===== src/rtl/tbpe_pkg.sv =====
// shared types and constants of the tape bit pulse encoder
package tbpe_pkg;

  typedef logic [2:0] reg_idx_t;

  localparam reg_idx_t REG_HIGH_LEVEL    = 3'd0;
  localparam reg_idx_t REG_LOW_LEVEL     = 3'd1;
  localparam reg_idx_t REG_SHORT_RUN     = 3'd2;
  localparam reg_idx_t REG_LONG_RUN      = 3'd3;
  localparam reg_idx_t REG_CHECKSUM_SEED = 3'd4;

  localparam logic [7:0] HIGH_LEVEL_RST    = 8'hff;
  localparam logic [7:0] LOW_LEVEL_RST     = 8'h00;
  localparam logic [7:0] SHORT_RUN_RST     = 8'd13;
  localparam logic [7:0] LONG_RUN_RST      = 8'd21;
  localparam logic [7:0] CHECKSUM_SEED_RST = 8'h00;

  localparam int RUNS_PER_BYTE = 32;
  localparam int RUN_IDX_W     = $clog2(RUNS_PER_BYTE);

  typedef logic [RUN_IDX_W-1:0] run_idx_t;

  localparam run_idx_t LAST_RUN_IDX = run_idx_t'(RUNS_PER_BYTE - 1);

  typedef struct packed {
    logic [7:0] data_byte;
    logic [7:0] checksum;
  } job_t;

  typedef struct packed {
    logic [7:0] high_level;
    logic [7:0] low_level;
    logic [7:0] short_run;
    logic [7:0] long_run;
    logic [7:0] checksum_seed;
  } cfg_t;

  typedef struct packed {
    logic     busy;
    run_idx_t run_idx;
  } back_stat_t;

endpackage


===== src/rtl/tbpe_if.sv =====
// channel interfaces of the tape bit pulse encoder

interface tbpe_item_if;
  logic       valid;
  logic       ready;
  logic [7:0] data_byte;
  logic       restart_sum;

  modport source (output valid, output data_byte, output restart_sum, input ready);
  modport sink   (input valid, input data_byte, input restart_sum, output ready);
endinterface

interface tbpe_run_if;
  logic       valid;
  logic       ready;
  logic [7:0] level;
  logic [7:0] run_length;
  logic       last_run;
  logic [7:0] raw_byte;
  logic [7:0] checksum;

  modport source (
    output valid, output level, output run_length, output last_run,
    output raw_byte, output checksum, input ready
  );
  modport sink (
    input valid, input level, input run_length, input last_run,
    input raw_byte, input checksum, output ready
  );
endinterface

interface tbpe_cfg_if;
  logic       valid;
  logic       ready;
  logic [2:0] index;
  logic [7:0] data;

  modport source (output valid, output index, output data, input ready);
  modport sink   (input valid, input index, input data, output ready);
endinterface


===== src/rtl/tbpe_front.sv =====
// front end: takes byte beats and keeps the running checksum
module tbpe_front (
  input  logic               clk_i,
  input  logic               rst_ni,
  tbpe_item_if.sink          item_i,
  input  logic [7:0]         seed_i,
  output logic               push_valid_o,
  input  logic               push_ready_i,
  output tbpe_pkg::job_t     push_job_o
);
  import tbpe_pkg::*;

  logic [7:0] sum_q, sum_d;
  logic [7:0] base;
  logic       accept;

  assign accept       = item_i.valid && push_ready_i;
  assign base         = item_i.restart_sum ? seed_i : sum_q;
  assign sum_d        = base + item_i.data_byte;

  assign item_i.ready = push_ready_i;
  assign push_valid_o = item_i.valid;
  assign push_job_o   = '{data_byte: item_i.data_byte, checksum: sum_d};

  always_ff @(posedge clk_i or negedge rst_ni) begin
    if (!rst_ni) begin
      sum_q <= '0;
    end else if (accept) begin
      sum_q <= sum_d;
    end
  end

endmodule


===== src/rtl/tbpe_job_queue.sv =====
// short queue of encoded byte jobs between front and back
module tbpe_job_queue #(
  parameter int DEPTH = 2
) (
  input  logic           clk_i,
  input  logic           rst_ni,
  input  logic           push_valid_i,
  output logic           push_ready_o,
  input  tbpe_pkg::job_t push_job_i,
  output logic           pop_valid_o,
  input  logic           pop_ready_i,
  output tbpe_pkg::job_t pop_job_o
);
  import tbpe_pkg::*;

  localparam int PTR_W = (DEPTH > 1) ? $clog2(DEPTH) : 1;
  localparam int CNT_W = $clog2(DEPTH + 1);
  localparam logic [PTR_W-1:0] PTR_MAX = PTR_W'(DEPTH - 1);
  localparam logic [CNT_W-1:0] CNT_FULL = CNT_W'(DEPTH);

  job_t             mem_q [DEPTH];
  logic [PTR_W-1:0] wr_ptr_q, rd_ptr_q;
  logic [CNT_W-1:0] count_q;
  logic             push, pop;

  assign push_ready_o = (count_q != CNT_FULL);
  assign pop_valid_o  = (count_q != '0);
  assign pop_job_o    = mem_q[rd_ptr_q];
  assign push         = push_valid_i && push_ready_o;
  assign pop          = pop_valid_o && pop_ready_i;

  always_ff @(posedge clk_i) begin
    if (push) begin
      mem_q[wr_ptr_q] <= push_job_i;
    end
  end

  always_ff @(posedge clk_i or negedge rst_ni) begin
    if (!rst_ni) begin
      wr_ptr_q <= '0;
      rd_ptr_q <= '0;
      count_q  <= '0;
    end else begin
      if (push) begin
        wr_ptr_q <= (wr_ptr_q == PTR_MAX) ? '0 : wr_ptr_q + 1'b1;
      end
      if (pop) begin
        rd_ptr_q <= (rd_ptr_q == PTR_MAX) ? '0 : rd_ptr_q + 1'b1;
      end
      if (push && !pop) begin
        count_q <= count_q + 1'b1;
      end else if (pop && !push) begin
        count_q <= count_q - 1'b1;
      end
    end
  end

endmodule


===== src/rtl/tbpe_back.sv =====
// back end: steps through the 32 runs of each byte into an output register
module tbpe_back (
  input  logic                 clk_i,
  input  logic                 rst_ni,
  input  tbpe_pkg::cfg_t       cfg_i,
  input  logic                 pop_valid_i,
  output logic                 pop_ready_o,
  input  tbpe_pkg::job_t       pop_job_i,
  tbpe_run_if.source           run_o,
  output tbpe_pkg::back_stat_t stat_o
);
  import tbpe_pkg::*;

  job_t       job_q;
  logic       busy_q;
  run_idx_t   idx_q;
  logic       out_valid_q;
  logic [7:0] level_q, run_length_q, raw_byte_q, checksum_q;
  logic       last_run_q;

  logic       advance, last, bit_val, is_long, is_high, load;

  assign advance = busy_q && (!out_valid_q || run_o.ready);
  assign last    = (idx_q == LAST_RUN_IDX);
  assign load    = !busy_q || (advance && last);
  assign bit_val = job_q.data_byte[~idx_q[RUN_IDX_W-1:2]];
  assign is_long = bit_val ^ idx_q[1];
  assign is_high = !idx_q[0];

  assign pop_ready_o = load;

  always_ff @(posedge clk_i or negedge rst_ni) begin
    if (!rst_ni) begin
      busy_q <= 1'b0;
      idx_q  <= '0;
    end else if (load) begin
      busy_q <= pop_valid_i;
      idx_q  <= '0;
    end else if (advance) begin
      idx_q <= idx_q + 1'b1;
    end
  end

  always_ff @(posedge clk_i) begin
    if (load && pop_valid_i) begin
      job_q <= pop_job_i;
    end
  end

  always_ff @(posedge clk_i or negedge rst_ni) begin
    if (!rst_ni) begin
      out_valid_q <= 1'b0;
    end else if (advance) begin
      out_valid_q <= 1'b1;
    end else if (run_o.ready) begin
      out_valid_q <= 1'b0;
    end
  end

  always_ff @(posedge clk_i) begin
    if (advance) begin
      level_q      <= is_high ? cfg_i.high_level : cfg_i.low_level;
      run_length_q <= is_long ? cfg_i.long_run : cfg_i.short_run;
      last_run_q   <= last;
      raw_byte_q   <= job_q.data_byte;
      checksum_q   <= job_q.checksum;
    end
  end

  assign run_o.valid      = out_valid_q;
  assign run_o.level      = level_q;
  assign run_o.run_length = run_length_q;
  assign run_o.last_run   = last_run_q;
  assign run_o.raw_byte   = raw_byte_q;
  assign run_o.checksum   = checksum_q;

  assign stat_o = '{busy: busy_q, run_idx: idx_q};

endmodule


===== src/rtl/tape_bit_pulse_encoder_unit.sv =====
// top level of the tape bit pulse encoder
// Each accepted byte becomes 32 run beats, four per bit, most significant bit first,
// each carrying level, run length, last-run flag, the byte and the running checksum.
// The run sequencer issues one run per cycle whenever the output channel takes it, so a
// stream of bytes is sent back to back, the next byte loading as the last run of one goes out.
// The checksum front accepts a byte and parks it in a queue of QUEUE_DEPTH
// bytes, so new bytes are taken while earlier ones are still being sent out. The first
// run of a byte passes through the queue, the sequencer's job register and the output register.
// Configuration writes are always ready; each is registered and applies to runs issued after it.
module tape_bit_pulse_encoder_unit #(
  parameter int QUEUE_DEPTH = 2
) (
  input  logic       clk_i,
  input  logic       rst_ni,
  tbpe_item_if.sink  item_i,
  tbpe_run_if.source run_o,
  tbpe_cfg_if.sink   cfg_i
);
  import tbpe_pkg::*;

  cfg_t       cfg_q;
  logic       push_valid, push_ready, pop_valid, pop_ready;
  job_t       push_job, pop_job;
  back_stat_t stat;

  assign cfg_i.ready = 1'b1;

  always_ff @(posedge clk_i or negedge rst_ni) begin
    if (!rst_ni) begin
      cfg_q <= '{high_level:    HIGH_LEVEL_RST,
                 low_level:     LOW_LEVEL_RST,
                 short_run:     SHORT_RUN_RST,
                 long_run:      LONG_RUN_RST,
                 checksum_seed: CHECKSUM_SEED_RST};
    end else if (cfg_i.valid) begin
      unique case (cfg_i.index)
        REG_HIGH_LEVEL:    cfg_q.high_level    <= cfg_i.data;
        REG_LOW_LEVEL:     cfg_q.low_level     <= cfg_i.data;
        REG_SHORT_RUN:     cfg_q.short_run     <= cfg_i.data;
        REG_LONG_RUN:      cfg_q.long_run      <= cfg_i.data;
        REG_CHECKSUM_SEED: cfg_q.checksum_seed <= cfg_i.data;
        default: ;
      endcase
    end
  end

  tbpe_front u_front (
    .clk_i        (clk_i),
    .rst_ni       (rst_ni),
    .item_i       (item_i),
    .seed_i       (cfg_q.checksum_seed),
    .push_valid_o (push_valid),
    .push_ready_i (push_ready),
    .push_job_o   (push_job)
  );

  tbpe_job_queue #(
    .DEPTH (QUEUE_DEPTH)
  ) u_queue (
    .clk_i        (clk_i),
    .rst_ni       (rst_ni),
    .push_valid_i (push_valid),
    .push_ready_o (push_ready),
    .push_job_i   (push_job),
    .pop_valid_o  (pop_valid),
    .pop_ready_i  (pop_ready),
    .pop_job_o    (pop_job)
  );

  tbpe_back u_back (
    .clk_i       (clk_i),
    .rst_ni      (rst_ni),
    .cfg_i       (cfg_q),
    .pop_valid_i (pop_valid),
    .pop_ready_o (pop_ready),
    .pop_job_i   (pop_job),
    .run_o       (run_o),
    .stat_o      (stat)
  );

  // an accepted byte sits in the queue on the next cycle
  a_push_lands: assert property (@(posedge clk_i) disable iff (!rst_ni)
    (item_i.valid && item_i.ready) |=> pop_valid)
    else $error("accepted byte missing from queue");

  // a waiting job is picked up as soon as the sequencer is free
  a_idle_loads: assert property (@(posedge clk_i) disable iff (!rst_ni)
    (pop_valid && !stat.busy) |=> stat.busy)
    else $error("sequencer idle with a job queued");

  // every byte starts at its first run
  a_fresh_start: assert property (@(posedge clk_i) disable iff (!rst_ni)
    $rose(stat.busy) |-> (stat.run_idx == '0))
    else $error("byte started mid sequence");

endmodule


===== src/flat_wrapper.sv =====
// flat-port wrapper written by rule: the top's interface ports become plain ports
module tape_bit_pulse_encoder_unit_flat import tbpe_pkg::*;
#(
  parameter int QUEUE_DEPTH = 2
)
  (clk_i, rst_ni, item_i_valid, item_i_data_byte, item_i_restart_sum, item_i_ready, run_o_valid, run_o_level, run_o_run_length, run_o_last_run, run_o_raw_byte, run_o_checksum, run_o_ready, cfg_i_valid, cfg_i_index, cfg_i_data, cfg_i_ready);
  tbpe_item_if item_i_i ();
  tbpe_run_if run_o_i ();
  tbpe_cfg_if cfg_i_i ();
  input  logic clk_i;
  input  logic rst_ni;
  input wire logic [$bits(item_i_i.valid)-1:0] item_i_valid;
  input wire logic [$bits(item_i_i.data_byte)-1:0] item_i_data_byte;
  input wire logic [$bits(item_i_i.restart_sum)-1:0] item_i_restart_sum;
  output wire logic [$bits(item_i_i.ready)-1:0] item_i_ready;
  output wire logic [$bits(run_o_i.valid)-1:0] run_o_valid;
  output wire logic [$bits(run_o_i.level)-1:0] run_o_level;
  output wire logic [$bits(run_o_i.run_length)-1:0] run_o_run_length;
  output wire logic [$bits(run_o_i.last_run)-1:0] run_o_last_run;
  output wire logic [$bits(run_o_i.raw_byte)-1:0] run_o_raw_byte;
  output wire logic [$bits(run_o_i.checksum)-1:0] run_o_checksum;
  input wire logic [$bits(run_o_i.ready)-1:0] run_o_ready;
  input wire logic [$bits(cfg_i_i.valid)-1:0] cfg_i_valid;
  input wire logic [$bits(cfg_i_i.index)-1:0] cfg_i_index;
  input wire logic [$bits(cfg_i_i.data)-1:0] cfg_i_data;
  output wire logic [$bits(cfg_i_i.ready)-1:0] cfg_i_ready;
  assign item_i_i.valid = item_i_valid;
  assign item_i_i.data_byte = item_i_data_byte;
  assign item_i_i.restart_sum = item_i_restart_sum;
  assign item_i_ready = item_i_i.ready;
  assign run_o_valid = run_o_i.valid;
  assign run_o_level = run_o_i.level;
  assign run_o_run_length = run_o_i.run_length;
  assign run_o_last_run = run_o_i.last_run;
  assign run_o_raw_byte = run_o_i.raw_byte;
  assign run_o_checksum = run_o_i.checksum;
  assign run_o_i.ready = run_o_ready;
  assign cfg_i_i.valid = cfg_i_valid;
  assign cfg_i_i.index = cfg_i_index;
  assign cfg_i_i.data = cfg_i_data;
  assign cfg_i_ready = cfg_i_i.ready;
  tape_bit_pulse_encoder_unit #(.QUEUE_DEPTH(QUEUE_DEPTH)) u_core (.clk_i(clk_i), .rst_ni(rst_ni), .item_i(item_i_i), .run_o(run_o_i), .cfg_i(cfg_i_i));
endmodule

===== config.mk =====
export PLATFORM = sky130hd
export DESIGN_NAME = tape_bit_pulse_encoder_unit_flat
export DESIGN_NICKNAME = d
export VERILOG_FILES = /design/src/rtl/tbpe_pkg.sv /design/src/rtl/tbpe_if.sv /design/src/rtl/tbpe_front.sv /design/src/rtl/tbpe_job_queue.sv /design/src/rtl/tbpe_back.sv /design/src/rtl/tape_bit_pulse_encoder_unit.sv /design/src/flat_wrapper.sv
export SDC_FILE = /design/constraint.sdc
export NUM_CORES = 1
export LEC_CHECK = 0
export BUFFER_PORTS_ARGS = -buffer_cell sky130_fd_sc_hd__buf_2
export CAP_MARGIN = 5
export CORE_UTILIZATION = 30
export DETAILED_ROUTE_END_ITERATION = 8
export PLACE_DENSITY = 0.52
export SYNTH_ARGS = -nofsm -noshare
export SYNTH_HDL_FRONTEND = slang
export SYNTH_SLANG_ARGS = --single-unit

===== constraint.sdc =====
create_clock -name clk_i -period 3.9 [get_ports clk_i]
set_input_delay 0 -clock clk_i [delete_from_list [all_inputs] [get_ports clk_i]]
set_output_delay 0 -clock clk_i [all_outputs]
set_load 0.03 [all_outputs]

==> run summary, run 1 <==
Status - finished clean
Worst Path Class, Setup - flop to flop
Netlist cell types - 42
Tightest Hold Check Type - input pin to flop
Mean Syn Cell Area - 16.5 um2
Slew Viols, Final - 0
Port bufs - 59
Clk slew on worst S/H paths - 0.06 ns
Final hold vios - 0
1st-iter DRT viols - 124
Highest clock rate - 0.356 GHz
WL/cell - 15.2 um
Largest area contributor in the netlist - edfxtp_1
Maximum vdd drop - 0.343 mV
Area post-placement - 6270 um2
Leakage - 2.74 nW
Final Skew - 0.00788 ns
Pin count of the biggest net entering global routing - 60
Layout area overhead - 23.3%
Finished Cell Area - 7020 um2
Final instance count without filler cells - 681
Worst-path fanout max - 16
Fin crit share - 0.721
Root Driver - clkbuf_16
Detailed-route DRC error count - 0
Die Y - 140 um
GRT Util Overall - 0.114
Initial antenna violation count - 0
Worst Max-Slew Pin Slew - 1.03 ns
RSZ-0062 raised after global routing - false
Synth warn - 0
Row cnt - 50
Number of vias per cell - 4.49
DP Cell Count - 631
Setup Viol. Count Final - 0
# diodes - 0
Boundary pin count - 61
Max-cap violation count - 0
Number of routed nets with antenna violations - 0
Most frequent cells in the layout - mux2_2 (82), edfxtp_1 (81), buf_2 (59)
Synth Register Bits - 140
Clock Tree Buf Depth - 2
WHS - 0.103 ns
CTS tree - done
Num CTS Buffers - 17
Horiz. Die Dim - 140 um
P per Cell Area - 690 nW/um2
Min Tclk post-route - 2.81 ns
Synth Cell Area - 5690 um2
Post-synthesis net count - 380
1st-pass router iterations - 4
DP Wirelength - 7110 um
Placeable Area - 18600 um2
Initial Utilization - 0.305
WP data required - 3.95 ns
H-tree Lvls - 4
Skew-Pair Late Insertion Delay - 0.42 ns
Most common cell after layout, fill and taps aside - mux2_2
Vias in the first global route - 3192
Synth top area cells - edfxtp_1 (43%), dfrtp_1 (20%), mux2_2 (16%)
Die ar. - 19500 um2
Setup_tns - 0 ns
Crit path DAT - 2.86 ns
Register area share after synthesis - 0.690
Cell count after synthesis - 344
CP Capture Type - flop
Startpoint Class - flop
Slew margin rel. - 0.314
Remaining Overflow, GRT - 0
Clock sinks - 140
First-pass GRT wire length - 16700 um
Final-stage net count - 470
Detailed-route via count - 3055
Total Wirelength - 10400 um
Placer congestion estimate - 0.757
Share of cells above drive strength 1 - 0.443
Area share of the largest cell type after synthesis - 0.427
-- flip-flops by register name (all words and copies together), names as in the netlist --
| name | flops |
|---|---|
| u_core.u_back.run_o.raw_byte | 8 |
| u_core.u_queue.mem_q | 32 |
| u_core.u_back.idx_q | 5 |
| u_core.u_queue.rd_ptr_q | 1 |
| u_core.u_back.run_o.last_run | 1 |
| u_core.u_queue.count_q | 2 |
| u_core.cfg_q | 40 |
| u_core.u_back.run_o.run_length | 8 |
| u_core.u_front.sum_q | 8 |
| u_core.u_back.run_o.checksum | 8 |
| u_core.u_queue.wr_ptr_q | 1 |
| u_core.u_back.run_o.valid | 1 |
| u_core.u_back.run_o.level | 8 |
| u_core.u_back.busy_q | 1 |
| u_core.u_back.job_q | 16 |
-- cells by family (layout without fill, tap and decap cells) --
family / after synthesis / count (layout) / synth area share
flip-flops: 140 / 140 / 0.690
multiplexers: 87 / 87 / 0.177
AND/OR/NAND/NOR: 47 / 47 / 0.0444
AO/OA/AOI/OAI: 27 / 27 / 0.0292
buffers and inverters: 19 / 122 / 0.0132
XOR/XNOR: 12 / 12 / 0.0198
adder cells (fa/ha/maj): 11 / 11 / 0.0255
other: 1 / 1 / 0.000659
-- through the flow --
step,power [mW],worst slack [ns],util
final,4.84,1.09,0.376
after floorplan,3.04,1.12,-
after CTS,4.91,1.04,0.376
after global placement,3.33,1.15,0.336
after detailed placement,3.37,1.05,0.336
after global routing,5.10,0.777,0.376
-- final timing paths --
| check | startpoint | endpoint | slack (ns) | cells after the start |
|---|---|---|---|---|
| worst max-delay path | u_core.u_back.idx_q[0]$_DFFE_PN0P_ | u_core.u_back.job_q[7]$_DFFE_PP_ | 1.09 | 7 |
| worst min-delay path | run_o_ready | u_core.u_back.idx_q[0]$_DFFE_PN0P_ | 0.10 | 4 |
| worst max register to register | u_core.u_back.idx_q[0]$_DFFE_PN0P_ | u_core.u_back.job_q[7]$_DFFE_PP_ | 1.09 | 7 |
| worst min register to register | u_core.u_back.job_q[0]$_DFFE_PP_ | u_core.u_back.run_o.checksum[0]$_DFFE_PP_ | 0.43 | 0 |
| max in group asynchronous | rst_ni | u_core.u_back.idx_q[4]$_DFFE_PN0P_ | 3.12 | 3 |
| min in group asynchronous | rst_ni | u_core.cfg_q[9]$_DFFE_PN0P_ | 0.28 | 3 |
-- worst max-delay path: stages (launching register included) --
cell	delay, ns
dfrtp_1	0.66
ha_1	0.27
and3_2	0.18
ha_1	0.30
inv_1	0.06
o21ai_0	0.21
o21ai_0	0.22
inv_1	0.53
-- where the power goes --
group / switching, mW / internal [mW]
logic: 0.596 / 0.545
clock network: 0.619 / 0.889
registers: 0.176 / 2.02
total: 1.39 / 3.45
-- Yosys cell counts (all sizes together) --
cell and count:
a211oi 1, a21boi 2, a21o 1, a21oi 7, a22oi 1, a31oi 1, and3 1, and3b 1
buf 2, clkbuf 7, conb 1, dfrtp 45, dfstp 14, edfxtp 81, fa 1, ha 10
inv 10, mux2 82, mux2i 3, mux4 2, nand2 13, nand2b 2, nand3 3, nand4 1
nor2 8, nor2b 8, nor3 5, nor3b 3, o211ai 3, o21a 3, o21ai 7, o31ai 1
or2 1, or4b 1, xnor2 8, xor2 4
-- routing by layer --
metal / up-vias / routed length [um] / global-route usage
met2: 45 / 5200 / 0.188
met3: 17 / 333 / 0.0334
met4: 0 / 206 / 0.0613
met5: - / 0 / 0
met1: 1539 / 4610 / 0.134
li1: 1454 / - / -
-- layout make-up --
| cell class | count | area [um2] |
|---|---|---|
| Clock inverter | 12 | 86.3 |
| Inverter | 10 | 37.5 |
| Fill cell | 1773 | 11600 |
| Clock buffer | 20 | 479 |
| Timing Repair Buffer | 80 | 498 |
| Multi-Input combinational cell | 185 | 1700 |
| Tap cell | 234 | 293 |
| Sequential cell | 140 | 3930 |
-- what timing repair did --
action | CTS | global route
hold buffers | 18 | 0
gates resized for setup | 0 | 0
buffers inserted | 0 | 0
endpoints found under the hold margin | 104 | 0
Power figures use the tool's default switching activity.
==> inputs of run 2 (changes only) <==
--- a/config.mk
+++ b/config.mk
@@ -5,6 +5,7 @@
 export SDC_FILE = /design/constraint.sdc
 export NUM_CORES = 1
 export LEC_CHECK = 0
+export ABC_AREA = 1
 export BUFFER_PORTS_ARGS = -buffer_cell sky130_fd_sc_hd__buf_2
 export CAP_MARGIN = 5
 export CORE_UTILIZATION = 30
==> constraint.sdc (replaced) <==
create_clock -name clk_i -period 2.7 [get_ports clk_i]
set_input_delay 0 -clock clk_i [delete_from_list [all_inputs] [get_ports clk_i]]
set_output_delay 0 -clock clk_i [all_outputs]
set_load 0.03 [all_outputs]
==> run 2 against run 1 <==
Effect of this change:
- sequential power grew 51%
- hold slack lost 0.066 ns
- maximum frequency grew 21%
- wire length grew 11%
- largest power group unchanged
- highest routed layer unchanged
==> run summary, run 2 <==
Status - finished clean
H-tree Lvls - 4 (unchanged)
Synth cell count leaders - nand2_1 (164), edfxtp_1 (81), dfrtp_1 (45)
Ys flop type - edfxtp_1
Remaining Overflow, GRT - 0 (unchanged)
Skew-Pair Late Insertion Delay - 0.42 ns (about the same)
Register area share after synthesis - 0.680 (-0.0102)
Initial antenna violation count - 0 (unchanged)
RSZ-0062 raised after global routing - false
CTS tree - done
Worst-path fanout max - 16 (unchanged)
Number of vias per cell - 4.43 (-1.2%)
Post-synthesis net count - 550 (+45%)
Initial Utilization - 0.308 (+0.00250)
CTS-repair resized insts - 0 (unchanged)
Tightest Hold Check Type - input pin to asynchronous set/reset pin
Area share of the largest cell type after synthesis - 0.421 (-0.00629)
WL/cell - 13.5 um (-11%)
Root Driver - clkbuf_16
Min Tclk post-route - 2.33 ns (-0.481 ns)
Clock Tree Buf Depth - 2 (unchanged)
Placeable Area - 18800 um2 (+0.67%)
Synth Area in Simple Gates - 0.178 (+0.134)
Layout area overhead - 23.0%
Synth warn - 0 (unchanged)
Setup_tns - 0 ns (unchanged)
Synth Cell Area - 5780 um2 (+1.5%)
Cell count after synthesis - 514 (+49%)
Row cnt - 50 (unchanged)
Slew Viols, Final - 0 (unchanged)
Die Y - 141 um (+0.73%)
GRT Util Overall - 0.126 (+0.0124)
Most common cell after layout, fill and taps aside - nand2_1
Most frequent cells in the layout - nand2_1 (164), edfxtp_1 (81), buf_2 (59)
Share of cells above drive strength 1 - 0.207 (-0.236)
Synth top area cells - edfxtp_1 (42%), dfrtp_1 (19%), nand2_1 (11%)
Synth Register Bits - 140 (unchanged)
Final Skew - 0.00780 ns (-0.0000752 ns)
Most flop-heavy register - u_core.cfg_q
Synth Area in Compound Gates - 0.0624 (+0.0331)
Max-cap violation count - 0 (unchanged)
Main combinational cell family by area after synthesis - simple AND/OR/NAND/NOR gates
Largest regs - u_core.cfg_q (40), u_core.u_queue.mem_q (32), u_core.u_back.job_q (16)
Final hold vios - 0 (unchanged)
Clk slew on worst S/H paths - 0.06 ns (about the same)
Die ar. - 19800 um2 (+1.5%)
Post-synthesis mux area share - 0.00195 (-0.175)
Boundary pin count - 61 (unchanged)
Filler cells - 1840 (+3.8%)
Total Wirelength - 11500 um (+11%)
Finished Cell Area - 7110 um2 (+1.2%)
Detailed-route via count - 3778 (+24%)
Largest area contributor in the netlist - edfxtp_1
Top-count cell post-synth - nand2_1
DP Wirelength - 8410 um (+18%)
P per Cell Area - 1070 nW/um2 (+56%)
CP Capture Type - flop
Num CTS Buffers - 17 (unchanged)
Fin crit share - 0.863 (+0.142)
Setup Viol. Count Final - 0 (unchanged)
Crit path DAT - 2.38 ns (-0.48 ns)
Netlist cell types - 32 (-24%)
Reg2Reg Depth - 8 (+1)
Worst Path Class, Setup - flop to flop
Asr flop ratio synth - 0.421 (unchanged)
Pin count of the biggest net entering global routing - 27 (-55%)
Leakage - 3.15 nW (+15%)
WP data required - 2.75 ns (-1.20 ns)
Clock sinks - 140 (unchanged)
Slew margin rel. - 0.604 (+0.290)
Adder-Cell Fraction of Synth Area - 0.0251 (-0.000376)
Worst Max-Slew Pin Slew - 0.594 ns (-0.434 ns)
Port bufs - 59 (unchanged)
First-pass GRT wire length - 19000 um (+14%)
Highest clock rate - 0.429 GHz (+21%)
1st-pass router iterations - 4 (unchanged)
1st-iter DRT viols - 238 (+92%)
Horiz. Die Dim - 141 um (+0.73%)
Final-stage net count - 641 (+36%)
Vias in the first global route - 3808 (+19%)
Maximum vdd drop - 0.496 mV (+45%)
Mean Syn Cell Area - 11.2 um2 (-32%)
Detailed-route DRC error count - 0 (unchanged)
Post-Synth XOR/XNOR Area - 0.00910 (-0.0107)
Number of flip-flops in the largest register - 40 (unchanged)
Post-synth EDFFs - 81 (unchanged)
Startpoint Class - flop
Number of routed nets with antenna violations - 0 (unchanged)
Area post-placement - 6350 um2 (+1.3%)
# diodes - 0 (unchanged)
Placer congestion estimate - 0.749 (-1.1%)
## run 2: logic make-up (layout without fill, tap and decap cells)
logic type,after synthesis,count (layout)
DFF,140,140
other,1,1
and+or+nand+nor,223,223
muxes,1,1
buffers and inverters,61,165
xor gates and xnor gates,6,6
AOI/OAI and AO/OA,71,71
adders and majority gates,11,11
## run 2: metal layers
metal / up-vias / wire, um / global-route usage
met5: - / 0 / 0
li1: 1901 / - / -
met3: 10 / 492 / 0.0401
met2: 67 / 5800 / 0.216
met4: 0 / 165 / 0.0509
met1: 1800 / 5070 / 0.147
## run 2: repair_timing
action / 4_1_cts / 5_1_grt
endpoints found under the hold margin: 105 / 0
hold buffers: 19 / 0
setup buffers: 0 / 0
## run 2: worst paths after layout
| path | startpoint | slack (ns) | endpoint |
|---|---|---|---|
| setup / recovery | u_core.u_back.idx_q[1]$_DFFE_PN0P_ | 0.37 | u_core.u_back.job_q[11]$_DFFE_PP_ |
| hold / removal | rst_ni | 0.04 | u_core.u_back.run_o.valid$_DFFE_PN0P_ |
| setup reg to reg | u_core.u_back.idx_q[1]$_DFFE_PN0P_ | 0.37 | u_core.u_back.job_q[11]$_DFFE_PP_ |
| hold reg to reg | u_core.u_back.job_q[2]$_DFFE_PP_ | 0.42 | u_core.u_back.run_o.checksum[2]$_DFFE_PP_ |
| max in group asynchronous | rst_ni | 1.94 | u_core.cfg_q[38]$_DFFE_PN1P_ |
| min in group clk_i | cfg_i_index[1] | 0.05 | u_core.cfg_q[10]$_DFFE_PN1P_ |
## run 2: where the power goes
part / switching [mW] / leakage [nW] / internal (mW)
Sequential: 0.269 / 1.47 / 3.04
Clock: 0.835 / 0.270 / 1.36
Combinational: 1.46 / 1.41 / 0.667
## run 2: per-stage QoR
stage                     power [mW]  setup WS, ns   util  cells  hold WS [ns]
after global routing            8.12         0.131  0.379    852        0.0455
after detailed placement        5.50         0.336  0.339    801       -0.0585
after floorplan                 4.87         0.177      -    514        -0.296
final                           7.64         0.369  0.379    852        0.0363
after CTS                       7.74         0.325  0.379    852        0.0327
after global placement          5.45         0.404  0.339    801       -0.0633
## run 2: final cells by class
class / instances / area (um2) / share of cell area
tap: 234 / 293 / 0.0412
sequential: 140 / 3930 / 0.553
clock buffer: 25 / 497 / 0.0699
inverter: 49 / 184 / 0.0259
multi-input combinational: 313 / 1610 / 0.227
timing repair buffer: 84 / 531 / 0.0747
clock inverter: 7 / 63.8 / 0.00898
## run 2: worst max-delay path: stages (launching register included)
cell and delay, ns:
dfrtp_1 0.49, ha_1 0.22, nand2_1 0.05, nor2_1 0.09, ha_1 0.17, inv_1 0.07, o21ai_1 0.21, o21ai_1 0.18
inv_1 0.48
